[src/rtl/core/touch_slot_tracker_defines.svh]
// Assertion macros for the touch slot tracker.
// Included by RTL files that carry concurrent checks; needs clk_i and rst_ni in scope.
`ifndef TOUCH_SLOT_TRACKER_DEFINES_SVH
`define TOUCH_SLOT_TRACKER_DEFINES_SVH

`ifndef SYNTHESIS
`define TST_ASSERT(lbl, prop) \
  lbl: assert property (@(posedge clk_i) disable iff (!rst_ni) (prop)) \
    else $error("touch_slot_tracker check failed");
`define TST_ASSERT_RST(lbl, prop) \
  lbl: assert property (@(posedge clk_i) (prop)) \
    else $error("touch_slot_tracker reset check failed");
`else
`define TST_ASSERT(lbl, prop)
`define TST_ASSERT_RST(lbl, prop)
`endif

`endif

[src/rtl/core/tst_pkg.sv]
// Shared types, constants and helpers for the touch slot tracker.
// No dependencies; imported by tst_ctrl, tst_dp and touch_slot_tracker.
`timescale 1ns / 1ps

package tst_pkg;

  localparam int SLOTS = 5;
  localparam int IDX_W = (SLOTS > 1) ? $clog2(SLOTS) : 1;
  localparam int CNT_W = $clog2(SLOTS + 1);

  localparam int CFG_W      = 11;
  localparam int OUT_MAX    = 1024;
  localparam int RST_WIDTH  = 960;
  localparam int RST_HEIGHT = 480;

  // raw * size, then divide by 1920 = 128 * 15 and 1088 = 64 * 17
  localparam int PROD_W  = 23;
  localparam int Q_W     = 12;
  localparam int RCP_SH  = 16;
  localparam int X_SHIFT = 7;
  localparam int X_DIV   = 15;
  localparam int X_RECIP = 65535 / X_DIV;
  localparam int Y_SHIFT = 6;
  localparam int Y_DIV   = 17;
  localparam int Y_RECIP = 65535 / Y_DIV;

  typedef enum logic [1:0] {
    ACT_UP   = 2'd0,
    ACT_DOWN = 2'd1,
    ACT_MOVE = 2'd2
  } tst_act_e;

  typedef enum logic [0:0] {
    CFG_OUT_WIDTH  = 1'b0,
    CFG_OUT_HEIGHT = 1'b1
  } tst_cfg_e;

  typedef enum logic [2:0] {
    ST_IDLE,
    ST_MUL,
    ST_RECIP,
    ST_UPDATE,
    ST_SWEEP
  } tst_state_e;

  typedef struct packed {
    logic        cmd;
    logic [7:0]  finger_id;
    logic [11:0] raw_x;
    logic [11:0] raw_y;
  } tst_in_t;

  typedef struct packed {
    tst_act_e    action;
    logic [9:0]  pos_x;
    logic [9:0]  pos_y;
    logic [2:0]  slot_index;
    logic        last;
  } tst_res_t;

  typedef struct packed {
    logic load;
    logic mult;
    logic recip;
    logic update;
    logic sweep;
  } tst_cmd_t;

  typedef struct packed {
    logic is_frame;
    logic full;
    logic sweep_end;
  } tst_stat_t;

  function automatic logic [CFG_W-1:0] eff_size(input logic [CFG_W-1:0] v);
    logic [CFG_W-1:0] r;
    r = v;
    if (v == '0) begin
      r = CFG_W'(1);
    end else if (v > CFG_W'(OUT_MAX)) begin
      r = CFG_W'(OUT_MAX);
    end
    return r;
  endfunction

endpackage

[src/rtl/core/tst_ctrl.sv]
// Sequencer of the touch slot tracker: accepts items and steps the datapath.
// Depends on tst_pkg (state, command and status types).
`timescale 1ns / 1ps

module tst_ctrl (
  input  logic               clk_i,
  input  logic               rst_ni,
  input  logic               start_i,
  output logic               busy_o,
  input  tst_pkg::tst_stat_t stat_i,
  output tst_pkg::tst_cmd_t  cmd_o
);
  import tst_pkg::*;

  tst_state_e state_q, state_d;

  always_comb begin
    state_d = state_q;
    case (state_q)
      ST_IDLE: begin
        if (start_i) state_d = ST_MUL;
      end
      ST_MUL: begin
        if (stat_i.is_frame) state_d = ST_SWEEP;
        else if (stat_i.full) state_d = ST_IDLE;
        else state_d = ST_RECIP;
      end
      ST_RECIP:  state_d = ST_UPDATE;
      ST_UPDATE: state_d = ST_IDLE;
      ST_SWEEP: begin
        if (stat_i.sweep_end) state_d = ST_IDLE;
      end
      default: state_d = ST_IDLE;
    endcase
  end

  always_comb begin
    cmd_o  = '0;
    busy_o = 1'b1;
    case (state_q)
      ST_IDLE: begin
        busy_o     = 1'b0;
        cmd_o.load = start_i;
      end
      ST_MUL:    cmd_o.mult   = 1'b1;
      ST_RECIP:  cmd_o.recip  = 1'b1;
      ST_UPDATE: cmd_o.update = 1'b1;
      ST_SWEEP:  cmd_o.sweep  = 1'b1;
      default:   busy_o       = 1'b1;
    endcase
  end

  always_ff @(posedge clk_i or negedge rst_ni) begin
    if (!rst_ni) begin
      state_q <= ST_IDLE;
    end else begin
      state_q <= state_d;
    end
  end

endmodule

[src/rtl/core/tst_dp.sv]
// Datapath of the touch slot tracker: config registers, coordinate scaling,
// slot table and result register. Depends on tst_pkg and the defines header.
`timescale 1ns / 1ps
`include "touch_slot_tracker_defines.svh"

module tst_dp (
  input  logic                    clk_i,
  input  logic                    rst_ni,
  input  tst_pkg::tst_in_t        in_i,
  input  tst_pkg::tst_cmd_t       cmd_i,
  output tst_pkg::tst_stat_t      stat_o,
  input  logic                    cfg_we_i,
  input  logic [0:0]              cfg_idx_i,
  input  logic [tst_pkg::CFG_W-1:0] cfg_data_i,
  output logic                    res_valid_o,
  output tst_pkg::tst_res_t       res_o
);
  import tst_pkg::*;

  localparam int VX_W = PROD_W - X_SHIFT;
  localparam int VY_W = PROD_W - Y_SHIFT;

  logic [CFG_W-1:0] width_q, width_d, height_q, height_d;
  tst_in_t          item_q;
  logic [PROD_W-1:0] prod_x_q, prod_y_q;
  logic [Q_W-1:0]   qx_q, qy_q;

  logic [SLOTS-1:0] busy_q, busy_d, seen_q, seen_d;
  logic [7:0]       finger_q [SLOTS];
  logic [7:0]       finger_d [SLOTS];
  logic [9:0]       lastx_q  [SLOTS];
  logic [9:0]       lastx_d  [SLOTS];
  logic [9:0]       lasty_q  [SLOTS];
  logic [9:0]       lasty_d  [SLOTS];
  logic [CNT_W-1:0] cnt_q, cnt_d;
  logic [IDX_W-1:0] sw_idx_q, sw_idx_d;
  logic             res_valid_q, res_valid_d;
  tst_res_t         res_q, res_d;

  logic [CFG_W-1:0] sx, sy;
  logic [VX_W-1:0]  vx;
  logic [VY_W-1:0]  vy;
  logic [31:0]      mx, my;
  logic [VX_W-1:0]  remx;
  logic [VY_W-1:0]  remy;
  logic [Q_W-1:0]   qx_c, qy_c;
  logic [9:0]       pos_x, pos_y;

  logic [SLOTS-1:0] hit, rel, above;
  logic             hit_any, free_any, moved;
  logic [IDX_W-1:0] hit_idx, free_idx, sel_idx, rd_idx;
  logic [IDX_W+2:0] idx_ext;
  logic [9:0]       rd_x, rd_y;

  assign sx = eff_size(width_q);
  assign sy = eff_size(height_q);

  // divide by constant: reciprocal multiply, then one correction step
  assign vx = prod_x_q[PROD_W-1:X_SHIFT];
  assign vy = prod_y_q[PROD_W-1:Y_SHIFT];
  assign mx = 32'(vx) * 32'(X_RECIP);
  assign my = 32'(vy) * 32'(Y_RECIP);
  assign remx = vx - VX_W'(qx_q) * VX_W'(X_DIV);
  assign remy = vy - VY_W'(qy_q) * VY_W'(Y_DIV);
  assign qx_c = qx_q + Q_W'(remx >= VX_W'(X_DIV));
  assign qy_c = qy_q + Q_W'(remy >= VY_W'(Y_DIV));
  assign pos_x = (qx_c >= Q_W'(sx)) ? 10'(sx - CFG_W'(1)) : qx_c[9:0];
  assign pos_y = (qy_c >= Q_W'(sy)) ? 10'(sy - CFG_W'(1)) : qy_c[9:0];

  always_comb begin
    hit      = '0;
    hit_idx  = '0;
    free_idx = '0;
    above    = '0;
    for (int s = 0; s < SLOTS; s++) begin
      hit[s]   = busy_q[s] && (finger_q[s] == item_q.finger_id);
      above[s] = (IDX_W + 1)'(s) > {1'b0, sw_idx_q};
    end
    for (int s = SLOTS - 1; s >= 0; s--) begin
      if (hit[s]) hit_idx = IDX_W'(s);
      if (!busy_q[s]) free_idx = IDX_W'(s);
    end
  end

  assign hit_any  = |hit;
  assign free_any = ~&busy_q;
  assign sel_idx  = hit_any ? hit_idx : free_idx;
  assign rd_idx   = cmd_i.sweep ? sw_idx_q : sel_idx;
  assign rd_x     = lastx_q[rd_idx];
  assign rd_y     = lasty_q[rd_idx];
  assign moved    = (rd_x != pos_x) || (rd_y != pos_y);
  assign rel      = busy_q & ~seen_q;
  assign idx_ext  = {3'b000, rd_idx};

  assign stat_o.is_frame  = item_q.cmd;
  assign stat_o.full      = cnt_q >= CNT_W'(SLOTS);
  assign stat_o.sweep_end = sw_idx_q == IDX_W'(SLOTS - 1);

  always_comb begin
    width_d     = width_q;
    height_d    = height_q;
    busy_d      = busy_q;
    seen_d      = seen_q;
    finger_d    = finger_q;
    lastx_d     = lastx_q;
    lasty_d     = lasty_q;
    cnt_d       = cnt_q;
    sw_idx_d    = sw_idx_q;
    res_valid_d = 1'b0;
    res_d       = res_q;

    if (cfg_we_i) begin
      case (cfg_idx_i)
        CFG_OUT_WIDTH:  width_d  = cfg_data_i;
        CFG_OUT_HEIGHT: height_d = cfg_data_i;
        default: ;
      endcase
    end

    if (cmd_i.load) sw_idx_d = '0;

    if (cmd_i.update) begin
      cnt_d = cnt_q + CNT_W'(1);
      if (hit_any || free_any) begin
        seen_d[sel_idx]  = 1'b1;
        lastx_d[sel_idx] = pos_x;
        lasty_d[sel_idx] = pos_y;
        res_d.pos_x      = pos_x;
        res_d.pos_y      = pos_y;
        res_d.slot_index = idx_ext[2:0];
        res_d.last       = 1'b1;
        if (!hit_any) begin
          busy_d[sel_idx]   = 1'b1;
          finger_d[sel_idx] = item_q.finger_id;
          res_d.action      = ACT_DOWN;
          res_valid_d       = 1'b1;
        end else begin
          res_d.action = ACT_MOVE;
          res_valid_d  = moved;
        end
      end
    end

    if (cmd_i.sweep) begin
      if (rel[sw_idx_q]) begin
        busy_d[sw_idx_q] = 1'b0;
        res_d.action     = ACT_UP;
        res_d.pos_x      = rd_x;
        res_d.pos_y      = rd_y;
        res_d.slot_index = idx_ext[2:0];
        res_d.last       = (rel & above) == '0;
        res_valid_d      = 1'b1;
      end
      sw_idx_d = sw_idx_q + IDX_W'(1);
      if (stat_o.sweep_end) begin
        seen_d   = '0;
        cnt_d    = '0;
        sw_idx_d = '0;
      end
    end
  end

  always_ff @(posedge clk_i or negedge rst_ni) begin
    if (!rst_ni) begin
      width_q     <= CFG_W'(RST_WIDTH);
      height_q    <= CFG_W'(RST_HEIGHT);
      busy_q      <= '0;
      seen_q      <= '0;
      cnt_q       <= '0;
      sw_idx_q    <= '0;
      res_valid_q <= 1'b0;
    end else begin
      width_q     <= width_d;
      height_q    <= height_d;
      busy_q      <= busy_d;
      seen_q      <= seen_d;
      cnt_q       <= cnt_d;
      sw_idx_q    <= sw_idx_d;
      res_valid_q <= res_valid_d;
    end
  end

  always_ff @(posedge clk_i) begin
    if (cmd_i.load) item_q <= in_i;
    if (cmd_i.mult) begin
      prod_x_q <= PROD_W'(item_q.raw_x) * PROD_W'(sx);
      prod_y_q <= PROD_W'(item_q.raw_y) * PROD_W'(sy);
    end
    if (cmd_i.recip) begin
      qx_q <= mx[RCP_SH+Q_W-1:RCP_SH];
      qy_q <= my[RCP_SH+Q_W-1:RCP_SH];
    end
    finger_q <= finger_d;
    lastx_q  <= lastx_d;
    lasty_q  <= lasty_d;
    res_q    <= res_d;
  end

  assign res_valid_o = res_valid_q;
  assign res_o       = res_q;

  `TST_ASSERT(a_seen_busy, (seen_q & ~busy_q) == '0)
  `TST_ASSERT(a_cnt_bound, cnt_q <= CNT_W'(SLOTS))
  `TST_ASSERT(a_sweep_clear, cmd_i.sweep && stat_o.sweep_end |=> seen_q == '0 && cnt_q == '0)
  `TST_ASSERT_RST(a_rst_quiet, !rst_ni |-> !res_valid_o && busy_q == '0)

endmodule

[src/rtl/core/touch_slot_tracker.sv]
// Touch slot tracker: raw multi-touch reports in, pointer down/move/up events out.
// Top level; instantiates tst_ctrl and tst_dp, depends on tst_pkg.
//
// Usage:
//   Input: drive in_i and raise start_i; the item transfers at a rising edge
//   with start_i high and busy_o low. in_i.cmd = 0 is a touch report,
//   in_i.cmd = 1 ends the frame.
//   Output: each event shows on res_o for one cycle with res_valid_o high;
//   res_o.last flags the final event of an item. There is no backpressure.
//   Config: cfg_we_i writes cfg_data_i to register cfg_idx_i (0 = out_width,
//   1 = out_height) at the clock edge; write only while busy_o is low.
// Sequence after a transfer, until the next transfer can be taken:
//   touch report: multiply, reciprocal multiply, table update; its event,
//   if any, strobes in the cycle after the update, as the block is idle again.
//   report past the per-frame limit: multiply only, no event.
//   end of frame: multiply, then a sweep that visits one slot per cycle;
//   each up event strobes in the cycle after its slot is visited.
// Reset: all slots free, frame marks and report count cleared, out_width 960
// and out_height 480.
`timescale 1ns / 1ps

module touch_slot_tracker (
  input  logic                      clk_i,
  input  logic                      rst_ni,
  input  logic                      start_i,
  output logic                      busy_o,
  input  tst_pkg::tst_in_t          in_i,
  input  logic                      cfg_we_i,
  input  logic [0:0]                cfg_idx_i,
  input  logic [tst_pkg::CFG_W-1:0] cfg_data_i,
  output logic                      res_valid_o,
  output tst_pkg::tst_res_t         res_o
);
  import tst_pkg::*;

  tst_cmd_t  cmd;
  tst_stat_t stat;

  tst_ctrl u_ctrl (
    .clk_i  (clk_i),
    .rst_ni (rst_ni),
    .start_i(start_i),
    .busy_o (busy_o),
    .stat_i (stat),
    .cmd_o  (cmd)
  );

  tst_dp u_dp (
    .clk_i      (clk_i),
    .rst_ni     (rst_ni),
    .in_i       (in_i),
    .cmd_i      (cmd),
    .stat_o     (stat),
    .cfg_we_i   (cfg_we_i),
    .cfg_idx_i  (cfg_idx_i),
    .cfg_data_i (cfg_data_i),
    .res_valid_o(res_valid_o),
    .res_o      (res_o)
  );

endmodule
[config.mk]
export PLATFORM = sky130hd
export DESIGN_NAME = touch_slot_tracker
export DESIGN_NICKNAME = d
export VERILOG_FILES = /design/src/rtl/core/tst_pkg.sv /design/src/rtl/core/tst_ctrl.sv /design/src/rtl/core/tst_dp.sv /design/src/rtl/core/touch_slot_tracker.sv
export VERILOG_INCLUDE_DIRS = /design/src /design/src/rtl/core
export SDC_FILE = /design/constraint.sdc
export NUM_CORES = 2
export LEC_CHECK = 0
export ABC_AREA = 0
export BUFFER_PORTS_ARGS = -buffer_cell sky130_fd_sc_hd__buf_2
export CAP_MARGIN = 20
export CORE_ASPECT_RATIO = 1.5
export CORE_MARGIN = 2
export CORE_UTILIZATION = 23
export DETAILED_ROUTE_END_ITERATION = 16
export PLACE_DENSITY = 0.45
export SETUP_SLACK_MARGIN = 0.15
export SLEW_MARGIN = 20
export SYNTH_ARGS = -nofsm -noshare
export SYNTH_HDL_FRONTEND = slang
export SYNTH_SLANG_ARGS = --single-unit
[constraint.sdc]
create_clock -name clk_i -period 8.75 [get_ports clk_i]
set_input_delay 1.75 -clock clk_i [delete_from_list [all_inputs] [get_ports clk_i]]
set_output_delay 1.75 -clock clk_i [all_outputs]
set_load 0.02 [all_outputs]
==> results by group <==
Min path
  – Hold Path Class: flip-flop to flip-flop

GRT
  – Initial antenna violation count: 9
  – Pin count of the biggest net entering global routing: 43
  – Global routing's busiest layer: met2
  – Grt met3 use: 1.602%
  – Number of global-route vias before repair: 20.80k
  – GRT Util Overall: 12.07%
  – Grt ovf: 0
  – Grt met2 use: 23.03%
  – M1 GR Usage: 13.45%
  – First-pass GRT wire length: 119000 um

Routing
  – WL/cell: 16.96 um
  – Iter 0 DRT Violations: 664
  – Vias per std cell: 4.286
  – Via count: 19.11k
  – Total Wirelength: 75620 um
  – Residual DRC: 0
  – Detail Route Antenna Nets: 0
  – First-pass DRT Iterations: 5

Synthesis
  – Syn. warnings: 0
  – Synth async-reset ratio: 14.09%
  – Synth top area share: 24.04%
  – Largest cells by area after synthesis: edfxtp_1 24%, fa_1 21%, ha_1 16%
  – Register bit total from synthesis: 298
  – Cells after Synth: 2743
  – Synthesized area: 28730 um2
  – Mapped Nets: 3455
  – Yosys cell types: 82
  – Mapped Avg Cell Area: 10.47 um2
  – Post-synth EDFFs: 230
  – Most used DFF post-synth: edfxtp_1
  – Sequential area share after synthesis: 29.55%
  – Leading area contributor after synthesis: edfxtp_1

Clock network
  – CTS Buf Count: 37
  – H-tree levels: 2
  – CTS tree: yes
  – CTS Hold Buffers Added: 0
  – Clock transition at path regs: 0.06 ns
  – CTS root buf: clkbuf_16
  – CTS max path bufs: 3
  – Clock Sink Count: 298
  – Clk Latency, worst-skew pair: 0.58 ns

Critical path
  – Slowest cell on the critical path: fa_1
  – Critical path data arrival time: 8.43 ns
  – Setup Crit Path Kind: flip-flop to flip-flop
  – Crit-path max FO: 7
  – Nature of the critical path endpoint: flip-flop
  – Slowest stage delay, CP: 0.55 ns
  – Worst path top cell family by delay: adder cells
  – Worst path bufs/invs: 4
  – CP Launch Type: flip-flop
  – Req. time, crit path: 9.19 ns

Floorplan
  – Total die area: 127800 um2
  – Area of the core: 123800 um2
  – Cell row count: 158
  – Die Y-Extent: 436.8 um
  – Initial Util: 23.21%
  – I/O Pins: 77
  – Die Wd: 292.6 um

Timing
  – Fin. max-slew vios: 0
  – Clock skew: 0.02267 ns
  – Slew Limit Headroom: 31.09%
  – Setup TNS: 0 ns
  – Setup ws final: 0.7552 ns
  – RSZ-0062 raised after global routing: false
  – Crit share post-route: 91.37%
  – Period minus WS final: 7.995 ns
  – Final Hold Viols: 0
  – Worst slew pin tran: 1.032 ns
  – Setup violators final: 0
  – Peak Freq: 125.1 MHz

Cells and area
  – Reg area: 8488 um2
  – Commonest non-fill, non-tap cell in the layout: inv_1
  – Synth-to-Final Area Change: 13.02%
  – Most frequent cells in the layout: 498 x inv_1, 368 x ha_1, 295 x fa_1, 244 x nand2_1, 230 x edfxtp_1
  – Layout cells sized above 1: 9.310%
  – Final nets: 3540
  – # fillers: 13.16k
  – Area of the multi-input gates: 18060 um2

Status
  – Status: finished, final reports clean

Placed design
  – Pre-CTS setup slack: 0.2993 ns
  – GP Congestion: 0.7879
  – Number of buffers added on ports: 76
  – Post-detail-place hpwl: 60470 um

Flow run
  – Max Cap Viol: 0
[repair_timing]
action                                  4_1_cts  5_1_grt
buffers inserted                              0       10
resized for setup                             0        4
endpoints found under the setup margin        0        1
[stage by stage]
stage	utilization [%]	instances	hold WS, ns	instance area, um2
2_1_floorplan	-	2743	0.4305	28730
3_3_place_gp	25.15	4379	0.4696	31120
3_5_place_dp	25.15	4379	0.4738	31120
4_1_cts	26.15	4447	0.4932	32360
5_1_grt	26.23	4458	0.5168	32460
6_report	26.24	4459	0.4929	32470
[per-layer routing]
layer,part of all wire (%),up-vias
li1,-,9208
met1,40,9542
met2,53,245
met3,3.1,100
met4,3.7,16
met5,0.12,-
[layout make-up]
type | instances | share of cell area [%]
antenna | 2 | 0.01541
clock buffer | 44 | 3.025
clock inverter | 24 | 0.8054
inverter | 501 | 5.792
multi-input combinational | 1860 | 55.63
sequential | 298 | 26.14
tap | 1600 | 6.166
timing repair buffer | 130 | 2.420
[Yosys cell counts, types with 7 or more instances]
master     number
a2111oi_0       7
a211oi_1        7
a21o_1         19
a21oi_1        83
a221oi_1       15
a31oi_1        17
and2_1         91
and3_1         10
clkbuf_1       68
dfrtp_1        34
dfstp_2         8
dfxtp_1        26
edfxtp_1      230
fa_1          295
ha_1          368
inv_1         499
mux2_2         38
mux2i_1        24
nand2_1       244
nand2b_1       14
nand3_1        34
nand4_1        18
nor2_1        118
nor2b_1        32
nor3_1         38
o211ai_1        7
o21a_1         21
o21ai_0        38
o21bai_1        9
o22ai_1        21
or3_1          12
xnor2_1       145
xor2_1         32
[cell families after synthesis]
family / share of synthesized area, %
AO/OA/AOI/OAI: 7.283
XOR/XNOR: 5.397
adder cells (fa/ha/maj): 36.59
buffers and inverters: 7.849
flip-flops: 29.55
multiplexers: 2.574
AND/OR/NAND/NOR: 10.76
[state kept, by name, indices dropped and copies added (netlist names), 11 cells and up]
register / count
u_dp.finger_q: 40
u_dp.qx_q: 12
u_dp.lasty_q: 50
u_dp.item_q: 32
u_dp.qy_q: 12
u_dp.lastx_q: 50
u_dp.width_q: 11
u_dp.height_q: 11
u_dp.res_o: 26
u_dp.prod_y_q: 17
u_dp.prod_x_q: 16
[final timing paths]
check,from,end,slack (ns),cells past startpoint
hold reg to reg,u_dp.res_o[2]$_DFF_P_,u_dp.res_o[2]$_DFF_P_,0.49,2
max in group asynchronous,rst_ni,u_dp.width_q[3]$_DFFE_PN0P_,6.98,2
hold / removal,u_dp.res_o[2]$_DFF_P_,u_dp.res_o[2]$_DFF_P_,0.49,2
setup reg to reg,u_dp.qx_q[10]$_DFFE_PN_,u_dp.res_valid_o$_DFF_PN0_,0.76,32
setup / recovery,u_dp.qx_q[10]$_DFFE_PN_,u_dp.res_valid_o$_DFF_PN0_,0.76,32
min in group asynchronous,rst_ni,u_dp.busy_q[2]$_DFF_PN0_,1.28,2
[worst min-delay path, stage by stage (launching register included)]
cell	delay, ns
dfxtp_1	0.31
nor2_1	0.10
a21oi_1	0.04
Power is left out: the tool's default activity adds up to more than one toggle a clock period on the data nets, which glitch-free logic cannot reach.
